File: src/rtl/ray_parallelogram_closest_hit_top_macros.svh
// Assertion helpers of the closest-hit block, used by its evaluation sequencer.
// They sample on clk_i and are off while rst_ni is low.
`ifndef RAY_PARALLELOGRAM_CLOSEST_HIT_TOP_MACROS_SVH
`define RAY_PARALLELOGRAM_CLOSEST_HIT_TOP_MACROS_SVH

`define RPCH_ASSERT(lbl, prop, msg) \
  lbl: assert property (@(posedge clk_i) disable iff (!rst_ni) prop) \
    else $error(msg);

`define RPCH_ASSERT_IMP(lbl, ante, cons, msg) \
  `RPCH_ASSERT(lbl, (ante) |-> (cons), msg)

`endif

File: src/rtl/rpch_pkg.sv
`timescale 1ns / 1ps
// ----------------------------------------------------------------------------
// rpch_pkg
// Types and constants of the ray / parallelogram closest-hit block.
// ----------------------------------------------------------------------------
package rpch_pkg;

  localparam int unsigned CoordW  = 32;
  localparam int unsigned IdW     = 32;
  localparam int unsigned TqW     = 16;
  localparam int unsigned BestW   = TqW + 1;
  // Serial multiplier: A operand holds num/den, B operand holds the edge dots.
  localparam int unsigned AW      = 3 * CoordW + 6;
  localparam int unsigned BW      = 2 * CoordW + 4;
  localparam int unsigned AccW    = AW + BW;
  localparam int unsigned MulCntW = $clog2(BW);
  localparam int unsigned DivCntW = $clog2(TqW);

  localparam int unsigned CfgIdxW = 3;
  localparam logic [CfgIdxW-1:0] CfgOriginX = 3'd0;
  localparam logic [CfgIdxW-1:0] CfgOriginY = 3'd1;
  localparam logic [CfgIdxW-1:0] CfgOriginZ = 3'd2;
  localparam logic [CfgIdxW-1:0] CfgDirX    = 3'd3;
  localparam logic [CfgIdxW-1:0] CfgDirY    = 3'd4;
  localparam logic [CfgIdxW-1:0] CfgDirZ    = 3'd5;

  localparam int unsigned QDepth = 2;
  localparam int unsigned QPtrW  = $clog2(QDepth);
  localparam int unsigned QCntW  = $clog2(QDepth + 1);

  localparam logic [BestW-1:0] TOne = BestW'(1) << TqW;

  typedef struct packed {
    logic signed [CoordW-1:0] x;
    logic signed [CoordW-1:0] y;
    logic signed [CoordW-1:0] z;
  } vec_t;

  typedef struct packed {
    logic signed [CoordW:0] x;
    logic signed [CoordW:0] y;
    logic signed [CoordW:0] z;
  } wvec_t;

  typedef struct packed {
    logic [IdW-1:0]           patch_id;
    logic signed [CoordW-1:0] anchor_x;
    logic signed [CoordW-1:0] anchor_y;
    logic signed [CoordW-1:0] anchor_z;
    logic signed [CoordW-1:0] edge1_x;
    logic signed [CoordW-1:0] edge1_y;
    logic signed [CoordW-1:0] edge1_z;
    logic signed [CoordW-1:0] edge2_x;
    logic signed [CoordW-1:0] edge2_y;
    logic signed [CoordW-1:0] edge2_z;
    logic                     last_patch;
  } in_t;

  typedef struct packed {
    logic             hit_found;
    logic [IdW-1:0]   hit_id;
    logic [BestW-1:0] nearest_t;
  } out_t;

  // Queue entry: anchor already moved into the ray's frame.
  typedef struct packed {
    logic [IdW-1:0] patch_id;
    wvec_t          w;
    vec_t           e1;
    vec_t           e2;
    logic           last;
  } qent_t;

endpackage

File: src/rtl/rpch_front.sv
`timescale 1ns / 1ps
// ----------------------------------------------------------------------------
// rpch_front
// Ray registers and patch intake; forms anchor minus origin and queues it.
// ----------------------------------------------------------------------------
module rpch_front import rpch_pkg::*; (
  input  logic               clk_i,
  input  logic               rst_ni,
  input  logic               in_valid_i,
  output logic               in_ready_o,
  input  in_t                in_data_i,
  input  logic               cfg_valid_i,
  output logic               cfg_ready_o,
  input  logic [CfgIdxW-1:0] cfg_index_i,
  input  logic [CoordW-1:0]  cfg_data_i,
  input  logic               q_full_i,
  output logic               push_o,
  output qent_t              push_data_o,
  output vec_t               dir_o
);

  vec_t origin_q;
  vec_t dir_q;

  assign cfg_ready_o = 1'b1;

  always_ff @(posedge clk_i or negedge rst_ni) begin
    if (!rst_ni) begin
      origin_q <= '0;
      dir_q    <= '0;
    end else if (cfg_valid_i) begin
      unique case (cfg_index_i)
        CfgOriginX: origin_q.x <= cfg_data_i;
        CfgOriginY: origin_q.y <= cfg_data_i;
        CfgOriginZ: origin_q.z <= cfg_data_i;
        CfgDirX:    dir_q.x    <= cfg_data_i;
        CfgDirY:    dir_q.y    <= cfg_data_i;
        CfgDirZ:    dir_q.z    <= cfg_data_i;
        default: ;
      endcase
    end
  end

  assign in_ready_o = !q_full_i;
  assign push_o     = in_valid_i && !q_full_i;
  assign dir_o      = dir_q;

  always_comb begin
    push_data_o.patch_id = in_data_i.patch_id;
    push_data_o.w.x = (CoordW+1)'($signed(in_data_i.anchor_x))
                      - (CoordW+1)'($signed(origin_q.x));
    push_data_o.w.y = (CoordW+1)'($signed(in_data_i.anchor_y))
                      - (CoordW+1)'($signed(origin_q.y));
    push_data_o.w.z = (CoordW+1)'($signed(in_data_i.anchor_z))
                      - (CoordW+1)'($signed(origin_q.z));
    push_data_o.e1.x = in_data_i.edge1_x;
    push_data_o.e1.y = in_data_i.edge1_y;
    push_data_o.e1.z = in_data_i.edge1_z;
    push_data_o.e2.x = in_data_i.edge2_x;
    push_data_o.e2.y = in_data_i.edge2_y;
    push_data_o.e2.z = in_data_i.edge2_z;
    push_data_o.last = in_data_i.last_patch;
  end

endmodule

File: config.mk
export PLATFORM = sky130hd
export DESIGN_NAME = rpch_front
export DESIGN_NICKNAME = d
export VERILOG_FILES = /design/src/rtl/ray_parallelogram_closest_hit_top_macros.svh /design/src/rtl/rpch_pkg.sv /design/src/rtl/rpch_front.sv
export SDC_FILE = /design/constraint.sdc
export NUM_CORES = 1
export LEC_CHECK = 0
export BUFFER_PORTS_ARGS = -buffer_cell sky130_fd_sc_hd__buf_4
export CAP_MARGIN = 15
export CORE_AREA = 2 2 306 308
export CTS_CLUSTER_DIAMETER = 100
export CTS_CLUSTER_SIZE = 40
export DETAILED_ROUTE_END_ITERATION = 12
export DIE_AREA = 0 0 308 310
export PLACE_DENSITY = 0.4
export SLEW_MARGIN = 20
export SYNTH_ARGS = -nofsm -noshare
export SYNTH_HDL_FRONTEND = slang
export SYNTH_SLANG_ARGS = --single-unit
File: constraint.sdc
create_clock -name clk_i -period 8.03 [get_ports clk_i]
set_clock_uncertainty 0.15 [all_clocks]
set_input_delay 0.803 -clock clk_i [delete_from_list [all_inputs] [get_ports clk_i]]
set_output_delay 0.803 -clock clk_i [all_outputs]
set_load 0.1 [all_outputs]
Word level (Yosys, flattened, before mapping)
Cells that the tools add are included.
- multiplexer cells: 0
- $mul: 0
- reduce and logical (&&, ||, !) cells: 9
- add/subtract/negate cells: 3
- magnitude comparators: 0
- equal/unequal tests: 5
- shift operators: 0
- bitwise logic cells: 0
- div/mod/pow operators: 0
- operator list (cell ; count):
    $sub A32 B32 Y33 ; 3
    $reduce_and A2 Y1 ; 6
    $eq A3 B2 Y1 const B ; 2
    $eq A3 B3 Y1 const B ; 2
    $eq A3 B1 Y1 const B ; 1
    $logic_not A3 Y1 ; 1
    $logic_and A1 B1 Y1 ; 1
    $logic_not A1 Y1 ; 1
- latch bits: 0
- word-level logic and storage cells: 23
- input bits: 361
- bits in read-only memories: 0
- register bits: 192
- memories: 0
- memory bits (writable): 0
- output and inout bits: 423

Logic depth before layout (Yosys ltp)
- depth in word-level cells: 2
- mapped depth: 12
- depth with buffers taken out: 12

Least setup slack after synthesis
Ideal clock, no wire load.
- path kind: input port to output port
- from: in in_data_i[236] (netlist bit)
- to: out push_data_o[258] (netlist bit)
- cell stages on the path: 10
- data required time: 7077 ps
- buffers on the path: 0
- setup slack: 2245 ps
- arrival time: 4832 ps
- cell sequence: ha_1 -> a21oi_1 -> o21ai_0 -> a21o_1 -> a21o_1 -> o2111ai_1 -> nor3b_2 -> o211ai_1 -> a21bo_2 -> a221oi_1
- RTL lines (item ; RTL line ; source):
    start: declaration ; rpch_front.sv:11 ; input in_t in_data_i,
    end: declaration ; rpch_front.sv:18 ; output qent_t push_data_o,

==> results.cfg <==
[logic_synthesis]
yosysWarnings = 0
ys_ff_latch = 192
synth_area_leaders = dfrtp_1 35%, buf_4 12%, ha_1 8.7%
synth_common_cells = 227 x buf_4, 192 x dfrtp_1, 144 x nand2_1
synthArstFlopShare = 1.00
synth_cells = 1510
syn_nets = 1970
synth_area_leader_cell = dfrtp_1
synth_edf_count = 0
yosysSeqAreaShare = 0.349
postSynthAreaPerCell_um2 = 9.12
yosysMostFrequentCell = buf_4
synth.distinct_cells = 71
synthesis.area_mm2 = 0.0138
synth_top_area_share = 0.349
synth_ff_type = dfrtp_1

[sta]
finalSetupTns_ns = 0
tightest_slew_ns = 0.915
fin_crit_sh = 0.622
slew_headroom = 0.390
slew_viol_final = 0
rsz0062_at_grt = false
finalCriticalPeriod_ns = 5.00
hold_violations = 0
fmaxAchievable_ghz = 0.200
setup_viol_count_final = 0

[detailed_routing]
drc = 0
routed_wl_um = 63700
firstDrtPassIters = 6
wl_per_cell_um = 22.6
drt_iter0_drc = 693
vias_per_cell = 3.89
via_count = 10967
drtAntennaViolNets = 0

[floorplan]
rows = 112
initial_core_util = 0.149
io_pins = 784
die_area_mm2 = 0.0955
die_w_um = 308
dieHeight_um = 310
core_area_mm2 = 0.0925

[critical_path]
cp-start-kind = flop
rrSetupSlack_ns = 7.10
worstSetupEndpointType = output pin
rr_endpoint = dir_o[27]$_DFFE_PN0P_
worst_ep_required_time_ns = 7.08
reg2reg_depth = 1
crit_path_end = push_data_o[224]
timing.rr.start = dir_o[27]$_DFFE_PN0P_
cp-startpoint = origin_q[1]$_DFFE_PN0P_
critPathKind = flop to output pin
arrival_ns = 4.04
cp_max_fo = 4

[cells_and_area]
finish.instance_area_mm2 = 0.0166
drive_gt1_frac = 0.308
area_delta_synth_final_pct = 20.6
fillers = 10402
nNetsFinal = 2066

[grt]
grt_antenna_before_repair = 7
grt_pass1_wl_um = 86900
grt_max_degree = 103
grt_pass1_vias = 11583
grt.busiest_layer = met2
grt_use_total = 0.130
use_met2 = 0.223
gr-usage-met3 = 0.0527
gr-total-overflow = 0
use_met1 = 0.135

[clocking]
clk_pin_slew_worst_paths_ns = 0.08
clockRootBuffer = clkbuf_16
cts_tree = yes
clock_latency_ns = 0.50
cts-resized-gates = 0
postCtsSetupBuffers = 0
cts.sink_count = 192
htreeDepth = 4
clock_path_buffers = 2
cts_hold_buf = 0
cts_buffers = 17

[power_and_ir_drop]
internal-power_w = 0.00267
clkPwrFrac = 0.128
switching_share = 0.624
power_density_mw_per_mm2 = 427
irDropWorstVdd_uv = 233
leakage_nw = 7.58
p_comb_frac = 0.695
p_switching_w = 0.00443
seqPwrFrac = 0.177

[worst_hold_path]
min_path_type = primary input to asynchronous set/reset pin

[status]
status = completed

[placement]
hpwl_um = 53300
gp_congestion = 0.860
portBuffers = 332
dpl_cell_area_mm2 = 0.0160

[run]
max_cap_violations = 0
worst min path at each step:
stage                             from                 endpoint  slack, ns  depth (start not counted)
2_1_floorplan  origin_q[0]$_DFFE_PN0P_  origin_q[0]$_DFFE_PN0P_       0.33                          1
3_3_place_gp     dir_o[79]$_DFFE_PN0P_    dir_o[79]$_DFFE_PN0P_       0.34                          1
3_5_place_dp     dir_o[25]$_DFFE_PN0P_    dir_o[25]$_DFFE_PN0P_       0.35                          1
4_1_cts                         rst_ni    dir_o[31]$_DFFE_PN0P_       0.22                          1
5_1_grt                         rst_ni    dir_o[42]$_DFFE_PN0P_       0.22                          1
6_report                        rst_ni    dir_o[42]$_DFFE_PN0P_       0.18                          1
worst max-delay path, stage by stage (launching register included):
cell      delay [ns]
dfrtp_1         0.40
inv_1           0.07
ha_1            0.26
nor2b_1         0.17
o31a_1          0.23
o211ai_1        0.19
o21ai_1         0.53
a21oi_1         0.24
o21ai_1         0.30
a41oi_1         0.20
o41ai_1         0.48
xnor2_1         0.17
buf_4           0.31
per-stage QoR:
step                total power (W)  hold WS [ns]  utilization  instances  setup WS (ns)
CTS                         0.00720         0.222        0.179       2816           2.92
global route                0.00743         0.225        0.179       2816           2.79
floorplan                   0.00561         0.335            -       1510           2.24
finish                      0.00710         0.179        0.180       2821           3.03
global placement            0.00623         0.341        0.173       2784           2.94
detailed placement          0.00625         0.346        0.173       2784           2.96
power by group through the flow:
stage               combinational (W)  clock (W)  sequential (W)
global route                  0.00516   0.000985         0.00128
finish                        0.00493   0.000908         0.00126
global placement              0.00496          0         0.00127
detailed placement            0.00497          0         0.00128
CTS                           0.00498   0.000962         0.00126
floorplan                     0.00356          0         0.00205
logic make-up (layout without fill, tap and decap cells):
| kind of cell | after synthesis | in the layout | synth area share |
|---|---|---|---|
| compound gates | 364 | 364 | 0.162 |
| xor+xnor | 84 | 84 | 0.0534 |
| fa+ha+maj | 99 | 99 | 0.0916 |
| buf+inv | 387 | 496 | 0.169 |
| flops | 192 | 192 | 0.349 |
| mux | 99 | 99 | 0.0809 |
| other cells | 1 | 6 | 0.000272 |
| simple gates | 284 | 284 | 0.0942 |
state kept, by name (all words and copies together), names as in the netlist:
| signal | count |
|---|---|
| dir_o | 96 |
| origin_q | 96 |
routing by layer:
layer / vias to the layer above / share of wire
met5: - / 0.0016
met4: 8 / 0.049
met3: 137 / 0.095
met2: 436 / 0.49
met1: 5267 / 0.37
li1: 5119 / -
layout make-up:
| class | instances | area, µm² | area share |
|---|---|---|---|
| clock buffers | 17 | 425 | 0.0256 |
| inverters | 121 | 454 | 0.0273 |
| flip-flops and latches | 192 | 4800 | 0.289 |
| well taps | 1197 | 1500 | 0.0902 |
| clock inverters | 15 | 160 | 0.00964 |
| multi-input cells | 931 | 6670 | 0.402 |
| repair buffers | 343 | 2580 | 0.156 |
| diodes | 5 | 12.5 | 0.000753 |
layout by cell type, fill, tap and decap left out, types with 56 or more instances in the layout:
cell	synthesis	layout
buf_4	227	342
dfrtp_1	192	192
nand2_1	144	144
o21ai_0	141	141
inv_1	121	121
mux2_2	99	99
ha_1	96	96
a21oi_1	89	89
xnor2_1	56	56
Note: power is estimated with default switching activity, not from simulation.
