--- src/rtl/ray_parallelogram_closest_hit_top_macros.svh ---
// Assertion helpers of the closest-hit block, used by its evaluation sequencer.
// They sample on clk_i and are off while rst_ni is low.
`ifndef RAY_PARALLELOGRAM_CLOSEST_HIT_TOP_MACROS_SVH
`define RAY_PARALLELOGRAM_CLOSEST_HIT_TOP_MACROS_SVH

`define RPCH_ASSERT(lbl, prop, msg) \
  lbl: assert property (@(posedge clk_i) disable iff (!rst_ni) prop) \
    else $error(msg);

`define RPCH_ASSERT_IMP(lbl, ante, cons, msg) \
  `RPCH_ASSERT(lbl, (ante) |-> (cons), msg)

`endif

--- src/rtl/rpch_pkg.sv ---
`timescale 1ns / 1ps
// ----------------------------------------------------------------------------
// rpch_pkg
// Types and constants of the ray / parallelogram closest-hit block.
// ----------------------------------------------------------------------------
package rpch_pkg;

  localparam int unsigned CoordW  = 32;
  localparam int unsigned IdW     = 32;
  localparam int unsigned TqW     = 16;
  localparam int unsigned BestW   = TqW + 1;
  // Serial multiplier: A operand holds num/den, B operand holds the edge dots.
  localparam int unsigned AW      = 3 * CoordW + 6;
  localparam int unsigned BW      = 2 * CoordW + 4;
  localparam int unsigned AccW    = AW + BW;
  localparam int unsigned MulCntW = $clog2(BW);
  localparam int unsigned DivCntW = $clog2(TqW);

  localparam int unsigned CfgIdxW = 3;
  localparam logic [CfgIdxW-1:0] CfgOriginX = 3'd0;
  localparam logic [CfgIdxW-1:0] CfgOriginY = 3'd1;
  localparam logic [CfgIdxW-1:0] CfgOriginZ = 3'd2;
  localparam logic [CfgIdxW-1:0] CfgDirX    = 3'd3;
  localparam logic [CfgIdxW-1:0] CfgDirY    = 3'd4;
  localparam logic [CfgIdxW-1:0] CfgDirZ    = 3'd5;

  localparam int unsigned QDepth = 2;
  localparam int unsigned QPtrW  = $clog2(QDepth);
  localparam int unsigned QCntW  = $clog2(QDepth + 1);

  localparam logic [BestW-1:0] TOne = BestW'(1) << TqW;

  typedef struct packed {
    logic signed [CoordW-1:0] x;
    logic signed [CoordW-1:0] y;
    logic signed [CoordW-1:0] z;
  } vec_t;

  typedef struct packed {
    logic signed [CoordW:0] x;
    logic signed [CoordW:0] y;
    logic signed [CoordW:0] z;
  } wvec_t;

  typedef struct packed {
    logic [IdW-1:0]           patch_id;
    logic signed [CoordW-1:0] anchor_x;
    logic signed [CoordW-1:0] anchor_y;
    logic signed [CoordW-1:0] anchor_z;
    logic signed [CoordW-1:0] edge1_x;
    logic signed [CoordW-1:0] edge1_y;
    logic signed [CoordW-1:0] edge1_z;
    logic signed [CoordW-1:0] edge2_x;
    logic signed [CoordW-1:0] edge2_y;
    logic signed [CoordW-1:0] edge2_z;
    logic                     last_patch;
  } in_t;

  typedef struct packed {
    logic             hit_found;
    logic [IdW-1:0]   hit_id;
    logic [BestW-1:0] nearest_t;
  } out_t;

  // Queue entry: anchor already moved into the ray's frame.
  typedef struct packed {
    logic [IdW-1:0] patch_id;
    wvec_t          w;
    vec_t           e1;
    vec_t           e2;
    logic           last;
  } qent_t;

endpackage

--- src/rtl/rpch_fifo.sv ---
`timescale 1ns / 1ps
// ----------------------------------------------------------------------------
// rpch_fifo
// Short patch queue between the intake and the evaluation sequencer.
// ----------------------------------------------------------------------------
module rpch_fifo import rpch_pkg::*; (
  input  logic  clk_i,
  input  logic  rst_ni,
  input  logic  push_i,
  input  qent_t push_data_i,
  input  logic  pop_i,
  output qent_t q_data_o,
  output logic  full_o,
  output logic  empty_o
);

  qent_t             mem_q [QDepth];
  logic [QPtrW-1:0]  wr_ptr_q, rd_ptr_q;
  logic [QCntW-1:0]  cnt_q;

  always_ff @(posedge clk_i or negedge rst_ni) begin
    if (!rst_ni) begin
      wr_ptr_q <= '0;
      rd_ptr_q <= '0;
      cnt_q    <= '0;
    end else begin
      if (push_i) begin
        wr_ptr_q <= (wr_ptr_q == QPtrW'(QDepth - 1)) ? '0 : wr_ptr_q + 1'b1;
      end
      if (pop_i) begin
        rd_ptr_q <= (rd_ptr_q == QPtrW'(QDepth - 1)) ? '0 : rd_ptr_q + 1'b1;
      end
      if (push_i && !pop_i) begin
        cnt_q <= cnt_q + 1'b1;
      end else if (pop_i && !push_i) begin
        cnt_q <= cnt_q - 1'b1;
      end
    end
  end

  always_ff @(posedge clk_i) begin
    if (push_i) begin
      mem_q[wr_ptr_q] <= push_data_i;
    end
  end

  assign q_data_o = mem_q[rd_ptr_q];
  assign full_o   = (cnt_q == QCntW'(QDepth));
  assign empty_o  = (cnt_q == '0);

endmodule

--- config.mk ---
export PLATFORM = sky130hd
export DESIGN_NAME = rpch_fifo
export DESIGN_NICKNAME = d
export VERILOG_FILES = /design/src/rtl/ray_parallelogram_closest_hit_top_macros.svh /design/src/rtl/rpch_pkg.sv /design/src/rtl/rpch_fifo.sv
export SDC_FILE = /design/constraint.sdc
export NUM_CORES = 1
export LEC_CHECK = 0
export BUFFER_PORTS_ARGS = -buffer_cell sky130_fd_sc_hd__clkbuf_2
export CORE_AREA = 2 2 256 258
export CTS_CLUSTER_SIZE = 10
export DETAILED_ROUTE_END_ITERATION = 12
export DIE_AREA = 0 0 258 260
export GPL_ROUTABILITY_DRIVEN = 1
export GPL_TIMING_DRIVEN = 0
export PLACE_DENSITY = 0.66
export SYNTH_ARGS = -nofsm -noshare
export SYNTH_HDL_FRONTEND = slang
export SYNTH_SLANG_ARGS = --single-unit
export TNS_END_PERCENT = 5
--- constraint.sdc ---
create_clock -name clk_i -period 35.3 [get_ports clk_i]
set_input_delay 7.06 -clock clk_i [delete_from_list [all_inputs] [get_ports clk_i]]
set_output_delay 7.06 -clock clk_i [all_outputs]
set_load 0.05 [all_outputs]
[After elaboration in Yosys (flattened, before gate mapping)]
Memory sizes are Yosys's and may differ from the RTL's.
Cells that the tools add are included.
Storage, ports and cells
  bits in registers: 4
  bits in writable memories: 648
  input bits: 328
  output and inout bits: 326
  word-level logic and storage cells: 21
  memories kept: 1
Operators by class
  add/subtract/negate cells: 4
  eq/ne operators: 1
  muxes and demuxes: 6
  reduce and logical (&&, ||, !) cells: 6
Memories
  mem_q: words 2, bits a word 324, rd ports 1, clocked after Yosys merged registers in 0, wr ports 1, line rpch_fifo.sv:17  | qent_t mem_q [QDepth];
Operators with widths (count)
  $mux 1: 4
  $mux 2: 2
  $add 1x1->1 const B: 2
  $add 2x1->2 const B: 1
  $eq 2x2->1 const B: 1
  $logic_and 1x1->1: 2
  $logic_not 1->1: 2
  $logic_not 2->1: 1
  $reduce_bool 2->1: 1
  $sub 2x1->2 const B: 1

[Logic depth before layout (Yosys ltp)]
Gate-level depths: netlist of run 1.
  word-level depth: 4
  mapped depth: 5
  mapped depth without buffers: 5

[Least setup slack after synthesis of run 1]
Ideal clock, no wire load.
  kind: in2reg
  start point: input port push_i
  end point: memory mem_q[0][0] (netlist name), enable pin
  setup time: 1.055 ns
  arrival time: 20.980 ns
  required time: 34.245 ns
  path slack: 13.265 ns
  cell stages on the path: 1
  path buffers: 0
  cell sequence: nor2b_1
On the way
  longest elaborated chain between the ends: 2
RTL lines
  start, declared: line rpch_fifo.sv:9  | input logic push_i,
  $mux 1: line rpch_fifo.sv:42  | if (push_i) begin
  $mux 1 (implied by the code): line rpch_fifo.sv:43  | mem_q[wr_ptr_q] <= push_data_i;
  end, declared: line rpch_fifo.sv:17
No other way between the ends.

==> impl_results.md, run 1 <==
* Nets at 2100
* Worst clock skew at 0.0299 ns
* Critical Path Most Common Cell: buf_6
* Max FO, Critical Path at 10
* Die W at 258 µm
* Worst-margin pin slew at 0.755 ns
* # port buffers at 653
* Count of cell types in the netlist at 14
* Slew headroom at 49.6%
* Peak supply drop at between 0.00006 and 0.00007 V
* Register-to-register setup slack at 32.66 ns
* Hold Vio Cnt, Final at 0
* Yosys reg bits at ~650
* P_sw at 1.21 mW
* CP Data Required Time at between 20 and 30 ns
* Hold-critical path depth at 1
* Clock sinks at 652
* Worst skew pair latency at 0.60 ns
* Die Span Y at 260 µm
* Largest net degree at the start of global routing at 66
* Area growth from synthesis to layout at 28.6%
* Starting Density at 37.0%
* Logic pwr share at 41.9%
* Syn_area_per_cell at 23.2 µm²
* CP delay by family, top: buffers and inverters
* Placement Setup Slack at 25.83 ns
* DRC viols at 0
* Cells after synthesis at 1024
* HP Start: cnt_q[1]
* Max-slew violations at 0
* Max cap viols at 0
* Final Hold Slack at 0.502 ns
* Num ports at 654
* Routed WL at 54900 µm
* Remaining antenna violation count at 0
* Switching share of power at 40.7%
* Total GRT Usage at 15.8%
* Syn_nets at 1353
* Pwr/cell area at around 97 nW/µm²
* Routability cong. at 0.802
* Drt wl/cell at 20.7 µm
* Share of layout cells above drive strength 1 at 62.2%
* CP Data Arrival Time at 2.23 ns
* Root Buffer: clkbuf_16
* R2R cell count at 6
* Row count at 93
* WHS Endpoint: cnt_q[1]
* DP HPWL at 40000 µm
* Outcome: complete, no violations
* Initial DRC Count at 649
* Final setup vio count at 0
* Ys Warns at 0
* Vias post-DR at 12400
* Overflow left after global routing at 0
* Tcrit/Tclk final at 26.3%
* First-pass GRT wire length at about 79000 µm
* Detailed Routing Iterations Pass 1 at 5
* Final min period at 9.29 ns
* TNS Setup at 0 ns
* Clock Path Buffers at 3
* Final setup margin at ~26 ns
* Clock share of power at between 20% and 30%
* Launch point of the worst reg-to-reg path: wr_ptr_q
* P_int at 1.76 mW
* Crit path launch type: flip-flop
* Max Clk Rate at 0.108 GHz
* Static Leak at 11.6 nW
* Post-synthesis sequential area ratio at 82.4%
* Hold Path Class: reg -> reg
* Sequential power share at ~36%
* Setup bufs post-CTS at 0
* Core area at 64100 µm²
* # resized after CTS at 0
* Worst path cell trace: buf_6 > buf_6 > buf_6 > mux2_2 > clkbuf_2
* Htree depth at 3
* CTS Buf Count at 76
* Reg-to-Reg End: mem_q[0][283]
* Area of the mapped netlist at 23700 µm²
* RSZ-0062 raised after global routing: false
* Critical path buffer and inverter count at 4
* Crit-path max cell delay at 0.39 ns
* Stages on worst setup path at 5
* CP max stage cell: mux2_2
* CTS Hold Bufs at 0
* Worst setup EP type: output port
* Total Die Area at 67100 µm²
* Initial antenna violation count at 5
* Vias in the first global route at 13000
* CP Class: reg -> out
* Worst-path clk slew at 0.06 ns
* CTS tree: done
* Vias per cell at 4.66
cells in the final DEF, fill, tap and decap left out, drive strengths merged:
cell / n
clkbuf: 744
edfxtp: 648
mux2: 324
buf: 52
clkinv: 5
diode: 4
xor2: 4
dfrtp: 4
inv: 4
nor2: 2
nor2b: 2
and2: 1
xnor2: 1
ha: 1
clkinvlp: 1
registers in the layout, summed over array words and instances, names as in the netlist:
name and flops:
mem_q 648, cnt_q 2, wr_ptr_q 1, rd_ptr_q 1
worst reg2reg max path: cells and delay by family (launching register included):
kind	cells	cell delay, ns
buffers and inverters	5	1.24
and+or+nand+nor	1	0.62
DFF	1	0.43
kinds of logic after synthesis:
family,count (synthesis),synth area share (%)
XOR/XNOR,5,0.185
adder cells (fa/ha/maj),1,0.0527
buffers and inverters,37,1.54
flip-flops,652,82.4
multiplexers,324,15.7
AND/OR/NAND/NOR,5,0.111
worst max path at each step:
stage	start	endpoint
2_1_floorplan	push_i	mem_q[0][0]
3_3_place_gp	push_i	mem_q[0][283]
3_5_place_dp	push_i	mem_q[0][244]
4_1_cts	rd_ptr_q	q_data_o[148]
5_1_grt	rd_ptr_q	q_data_o[148]
6_report	rd_ptr_q	q_data_o[148]
per-layer routing:
layer  track usage [%]  wire length (µm)  vias up  part of all wire [%]
met4              7.69              2050        2                   3.7
met3              5.05              4320      115                   7.9
met1              16.7             19300     6178                    35
li1                  -                 -     5600                     -
met2              28.3             29300      468                    53
met5                 0                13        -                 0.024
area by class of cell:
| class | instances | area [µm²] |
|---|---|---|
| Tap cell | 855 | 1070 |
| Timing Repair Buffer | 669 | 3630 |
| Antenna cell | 4 | 10.0 |
| Multi-Input combinational cell | 335 | 3820 |
| Inverter | 1 | 3.75 |
| Buffer | 36 | 362 |
| Clock inverter | 9 | 78.8 |
| Fill cell | 5450 | 33600 |
| Clock buffer | 91 | 2000 |
| Sequential cell | 652 | 19600 |
synth_stat cells:
cell type    n  share of area, %
and2_1       1             0.026
buf_2        7              0.15
buf_6       29               1.4
dfrtp_1      4              0.42
edfxtp_1   648                82
ha_1         1             0.053
inv_1        1             0.016
mux2_1       1             0.047
mux2_2     303                14
mux2_4      20               1.3
nor2_1       2             0.032
nor2b_1      2             0.053
xnor2_1      1             0.037
xor2_1       4              0.15
power by group through the flow:
stage	registers [mW]	clock network [mW]	logic, mW
detailed placement	1.07	0	1.26
global route	1.07	0.723	1.30
CTS	1.06	0.694	1.26
finish	1.05	0.673	1.25
global placement	1.19	0	1.23
floorplan	1.14	0	0.938
per-stage QoR:
| step | power [mW] | instances | util (%) | cell area, µm² |
|---|---|---|---|---|
| 3_5_place_dp | 2.33 | 2548 | 44.4 | 28400 |
| 6_report | 2.98 | 2652 | 47.6 | 30500 |
| 2_1_floorplan | 2.08 | 1024 | - | 23700 |
| 5_1_grt | 3.09 | 2652 | 47.6 | 30500 |
| 4_1_cts | 3.01 | 2648 | 47.6 | 30500 |
| 3_3_place_gp | 2.41 | 2532 | 43.8 | 28100 |
No activity file was read; power rests on OpenSTA's default activity.
==> inputs of run 2 (changes only) <==
- PLACE_DENSITY: 0.66 -> 0.68
- clock period: 35.3 -> 8.2 ns (I/O delays scaled with it)
==> run 2 against run 1 <==
  * Combinational power grew to 4.3 times the previous value
  * Clock skew down 0.014 ns
  * Die area is the same
  * Critical path depth unchanged
  * Clock power rose to 4.4 times the previous value
  * Register-to-register slack got worse by 27 ns
  * Sequential share of layout area fell by 0.14 points
  * Via count rose by 0.14%
==> impl_results.md, run 2 (synthesized netlist as in run 1, its figures left out) <==
* DP HPWL at 39900 µm (-0.29%)
* DRC viols at 0 (unchanged)
* Remaining antenna violation count at 0 (unchanged)
* Nets at 2101 (+0.048%)
* HP Start: cnt_q[1]
* Routability cong. at 0.812 (+1.2%)
* Worst-margin pin slew at 0.913 ns (+0.159 ns)
* Register-to-register setup slack at 5.67 ns (-26.99 ns)
* TNS Setup at 0 ns (unchanged)
* CTS Buf Count at 77 (+1.3%)
* Total Die Area at 67100 µm² (unchanged)
* Clock Path Buffers at 3 (unchanged)
* Routed WL at 54700 µm (-0.48%)
* Final setup vio count at 0 (unchanged)
* Max cap viols at 0 (unchanged)
* Clock sinks at 652 (unchanged)
* Max FFs per register at 648 (unchanged)
* Commonest non-fill, non-tap cell in the layout: clkbuf_2
* Outcome: complete, no violations
* M1 WL at 19500 µm (+1.2%)
* Vias in the first global route at 13200 (+1.4%)
* CTS tree: done
* Htree depth at 3 (unchanged)
* Launch point of the worst reg-to-reg path: wr_ptr_q
* # resized after CTS at 0 (unchanged)
* Die W at 258 µm (unchanged)
* Core area at 64100 µm² (unchanged)
* RSZ-0062 raised after global routing: false
* Tcrit/Tclk final at 47.4%
* Hold-critical path depth at 1 (unchanged)
* CP Class: reg -> out
* Vias post-DR at 12400 (+0.14%)
* CP Data Arrival Time at 2.24 ns (about the same)
* DR WL met2 at 28300 µm (-3.1%)
* Largest net degree at the start of global routing at 68 (+3.0%)
* Commonest non-fill, non-tap cells in the layout: clkbuf_2 (653), edfxtp_1 (648), mux2_2 (303), clkbuf_16 (79), buf_6 (29)
* Starting Density at 37.0% (unchanged)
* Slew headroom at 39.0% (-11 points)
* Static Leak at 11.6 nW (+0.24%)
* Initial DRC Count at 767 (+18%)
* Hold Path Class: reg -> reg
* Worst skew pair latency at 0.60 ns (about the same)
* Reg-to-Reg End: mem_q[0][270]
* Worst setup EP type: output port
* Final min period at 3.88 ns
* Worst-path clk slew at 0.05 ns (about the same)
* Routed wl met3 at 4490 µm (+4.0%)
* Setup bufs post-CTS at 0 (unchanged)
* Largest regs: mem_q: 648 flops, cnt_q: 2 flops
* First-pass GRT wire length at 79000 µm (-0.30%)
* CP Data Required Time at 6.56 ns (-21.68 ns)
* Overflow left after global routing at 0 (unchanged)
* CTS Hold Bufs at 0 (unchanged)
* Max-slew violations at 0 (unchanged)
* Top reg by flops: mem_q
* # port buffers at 653 (unchanged)
* Total GRT Usage at 15.7% (-0.093 points)
* Share of layout cells above drive strength 1 at 62.3% (+0.13 points)
* Root Buffer: clkbuf_16
* Detailed Routing Iterations Pass 1 at 4 (-1)
* Cell Area, Placed at 28500 µm² (about the same)
* Row count at 93 (unchanged)
* Die Span Y at 260 µm (unchanged)
* Max FO, Critical Path at 10 (unchanged)
* R2R cell count at 5 (-1)
* Hold Vio Cnt, Final at 0 (unchanged)
* WHS Endpoint: cnt_q[1]
* Max Clk Rate at approximately 0.26 GHz
* Pwr/cell area at 420 nW/µm² (+330%)
* Initial antenna violation count at 9 (+4)
* Vias per cell at 4.67 (about the same)
* Num ports at 654 (unchanged)
* Peak supply drop at 0.000284 V (+340%)
* Drt wl/cell at 20.6 µm (-0.51%)
* Area growth from synthesis to layout at 28.9%
* Crit path launch type: flip-flop
* Worst clock skew at 0.0162 ns (-0.0137 ns)
* Uppermost layer routed: met5
* Design Area, Final at 30600 µm² (+0.22%)
## run 2: cell types whose count changed in the layout (fill, tap and decap cells not counted), sizes merged
cell | previous run | this run
bufinv | 0 | 1
clkinvlp | 1 | 2
inv | 4 | 3
## run 2: area by class of cell
class                   instances  area (µm²)
clock buffers                  91        2020
repair buffers                669        3640
flip-flops and latches        652       19600
plain buffers                  36         362
well taps                     855        1070
diodes                          4        10.0
clock inverters                10         109
multi-input cells             335        3820
fillers                      5375       33500
inverters                       1        3.75
## run 2: report_power, final
part | total, mW | internal [mW] | switching, mW
Combinational | 5.35 | 1.48 | 3.87
Clock | 2.96 | 1.75 | 1.21
Sequential | 4.54 | 4.41 | 0.127
## run 2: how the worst max path moves through the flow
stage	cells past startpoint	from	end	slack, ns
global placement	2	push_i	mem_q[1][222]	-5.59
detailed placement	6	push_i	mem_q[0][265]	4.22
global route	5	rd_ptr_q	q_data_o[226]	4.21
floorplan	1	push_i	mem_q[1][0]	-1.42
finish	5	rd_ptr_q	q_data_o[226]	4.32
CTS	4	rd_ptr_q	q_data_o[42]	4.23
## run 2: critical path, stage by stage, from the launching register on
cell and delay [ns]:
dfrtp_1 0.33, buf_6 0.21, buf_6 0.23, buf_6 0.20
mux2_2 0.39, clkbuf_2 0.26
## run 2: layer usage
| layer | track usage [%] | vias to the layer above |
|---|---|---|
| met2 | 27.3 | 478 |
| li1 | - | 5589 |
| met3 | 5.32 | 134 |
| met4 | 8.06 | 10 |
| met1 | 17.0 | 6169 |
| met5 | 0 | - |
## run 2: through the flow
stage               instances  hold WS, ns  power (mW)  setup slack (ns)  util (%)
floorplan                1024        0.456        8.79             -1.42         -
global placement         2532        0.476        10.1             -5.59      43.8
detailed placement       2548        0.480        10.0              4.22      44.4
CTS                      2649        0.491        13.0              4.23      47.7
global route             2653        0.510        13.3              4.21      47.7
finish                   2653        0.491        12.9              4.32      47.7
==> inputs of run 3 (changes only) <==
- clock period: 8.2 -> 3.45 ns (I/O delays scaled with it)
==> run 3 against run 2 <==
  * Combinational power is 140% higher
  * Utilization is 0.12 points higher
  * Clock-buffer cell count is 6 higher
  * Critical endpoint is now q_data_o[151]
  * Highest routed layer is now met4
==> impl_results.md, run 3 (synthesized netlist as in run 1, its figures left out) <==
* End point of the critical path: q_data_o[151]
* Row count at 93 (unchanged)
* Reg-to-Reg End: mem_q[1][151]
* Die Span Y at 260 µm (unchanged)
* R2R cell count at 3 (-2)
* Peak supply drop at 0.000676 V (+140%)
* Nets at 2103 (+0.095%)
* Placement Setup Slack at 0.706 ns (-3.52 ns)
* Max-slew violations at 0 (unchanged)
* Num ports at 654 (unchanged)
* Final setup vio count at 0 (unchanged)
* Cell Area, Placed at 28500 µm² (+0.12%)
* Worst-margin pin slew at 0.874 ns (-0.0388 ns)
* Vias in the first global route at 13400 (+1.7%)
* Initial DRC Count at 669 (-13%)
* Final Hold Slack at 0.273 ns (-0.217 ns)
* Commonest non-fill, non-tap cells in the layout: clkbuf_2 (653), edfxtp_1 (648), mux2_2 (303), clkbuf_16 (79), buf_6 (29)
* Vias post-DR at 12500 (+0.93%)
* RSZ-0062 raised after global routing: false
* Remaining antenna violation count at 0 (unchanged)
* Worst clock skew at 0.0147 ns (-0.00148 ns)
* Fill count at 5370 (-0.093%)
* Clock sinks at 652 (unchanged)
* Stages on worst setup path at 5 (unchanged)
* Die W at 258 µm (unchanged)
* Top reg by flops: mem_q
* Root Buffer: clkbuf_16
* Worst setup EP type: output port
* Cells after DPL at 2549 (+0.039%)
* DP HPWL at 40600 µm (+1.8%)
* Htree depth at 3 (unchanged)
* Slew headroom at 41.7% (+2.7 points)
* Final setup margin at 0.518 ns (-3.80 ns)
* Final min period at 2.93 ns
* Vias per cell at 4.69 (+0.59%)
* Pwr/cell area at 1000 nW/µm² (+140%)
* Initial antenna violation count at 6 (-3)
* Static Leak at 11.7 nW (+0.27%)
* Tcrit/Tclk final at 85.0%
* Routability cong. at 0.814 (+0.23%)
* Area growth from synthesis to layout at 29.2%
* Max Clk Rate at 0.341 GHz
* First-pass GRT wire length at 80200 µm (+1.4%)
* Non-filler cells, final at 2662 (+0.34%)
* Worst-path clk slew at 0.06 ns (about the same)
* Largest net degree at the start of global routing at 63 (-7.4%)
* Max FFs per register at 648 (unchanged)
* CP Data Required Time at 2.76 ns (-3.80 ns)
* Total GRT Usage at 15.9% (+0.20 points)
* CP delay by family, top: buffers and inverters
* DRC viols at 0 (unchanged)
* Clock Path Buffers at 3 (unchanged)
* Core area at 64100 µm² (unchanged)
* Critical path buffer and inverter count at 4 (unchanged)
* Total Die Area at 67100 µm² (unchanged)
* Hold Path Class: in -> reg
* CP max stage cell: mux2_2
* Register-to-register setup slack at 1.16 ns (-4.51 ns)
* Largest regs: mem_q: 648 flops, cnt_q: 2 flops
* Setup bufs post-CTS at 0 (unchanged)
* CP Class: reg -> out
* Detailed Routing Iterations Pass 1 at 4 (unchanged)
* Worst skew pair latency at 0.59 ns (about the same)
* Max cap viols at 0 (unchanged)
* CP Data Arrival Time at 2.24 ns (about the same)
* Launch point of the worst reg-to-reg path: wr_ptr_q
* Max FO, Critical Path at 10 (unchanged)
* Crit path launch type: flip-flop
* Hold Vio Cnt, Final at 0 (unchanged)
* CTS Buf Count at 77 (unchanged)
* Crit-path max cell delay at 0.39 ns (about the same)
* Overflow left after global routing at 0 (unchanged)
* Routed WL at 55400 µm (+1.3%)
* # port buffers at 653 (unchanged)
* Starting Density at 37.0% (unchanged)
* Crit path from: rd_ptr_q
* Share of layout cells above drive strength 1 at 62.0% (-0.37 points)
* CTS tree: done
* Commonest non-fill, non-tap cell in the layout: clkbuf_2
* Outcome: complete, no violations
* Drt wl/cell at 20.8 µm (+0.97%)
* Critical Path Most Common Cell: buf_6
* Design Area, Final at 30700 µm² (+0.25%)
* Worst path cell trace: buf_6 > buf_6 > buf_6 > mux2_2 > clkbuf_2
-- run 3: cell count changes in the layout (fill, tap and decap cells not counted), moves of 2 or more --
cell	delta
buf_16	+2
clkbuf_1	+5
clkinv_1	+4
clkinv_2	-2
-- run 3: how the worst min path moves through the flow --
stage,endpoint,slack (ns),cells after the start,startpoint
floorplan,cnt_q[0],0.39,0,rst_ni
global placement,cnt_q[1],0.48,1,cnt_q[1]
detailed placement,cnt_q[1],0.49,1,cnt_q[1]
CTS,mem_q[1][123],0.21,1,push_data_i[123]
global route,mem_q[1][98],0.23,1,push_data_i[98]
finish,mem_q[0][137],0.27,1,push_data_i[137]
-- run 3: cell type report --
class                      instances  area (µm²)  share of cell area (%)
clock buffer                      97        2050                    6.70
sequential                       652       19600                    63.8
tap                              855        1070                    3.49
buffer                            36         362                    1.18
inverter                           1        3.75                  0.0122
antenna                            4        10.0                  0.0326
multi-input combinational        335        3820                    12.4
timing repair buffer             671        3690                    12.0
clock inverter                    11         106                   0.347
-- run 3: power breakdown --
part           internal (mW)  switching, mW
logic                   3.55           9.21
clock network           4.21           2.89
registers               10.5          0.307
-- run 3: timing repair --
item,4_1_cts,5_1_grt
hold buffers,1,0
gates resized for setup,0,0
hold endpoints to repair,4,0
-- run 3: routing by layer --
layer | GRT usage (%) | part of all wire (%) | vias to the layer above | wire length, µm
met3 | 4.75 | 7.3 | 132 | 4030
met5 | 0 | 0 | - | 0
met2 | 28.4 | 53 | 463 | 29500
li1 | - | - | 5599 | -
met4 | 7.06 | 3.7 | 0 | 2060
met1 | 17.3 | 36 | 6301 | 19800
-- run 3: stage by stage --
step	total power [mW]	utilization [%]	TNS [ns]
floorplan	20.7	-	-1355.64
global placement	23.8	43.8	-2948.13
detailed placement	23.8	44.4	0
CTS	31.0	47.8	0
global route	31.8	47.8	0
finish	30.7	47.8	0
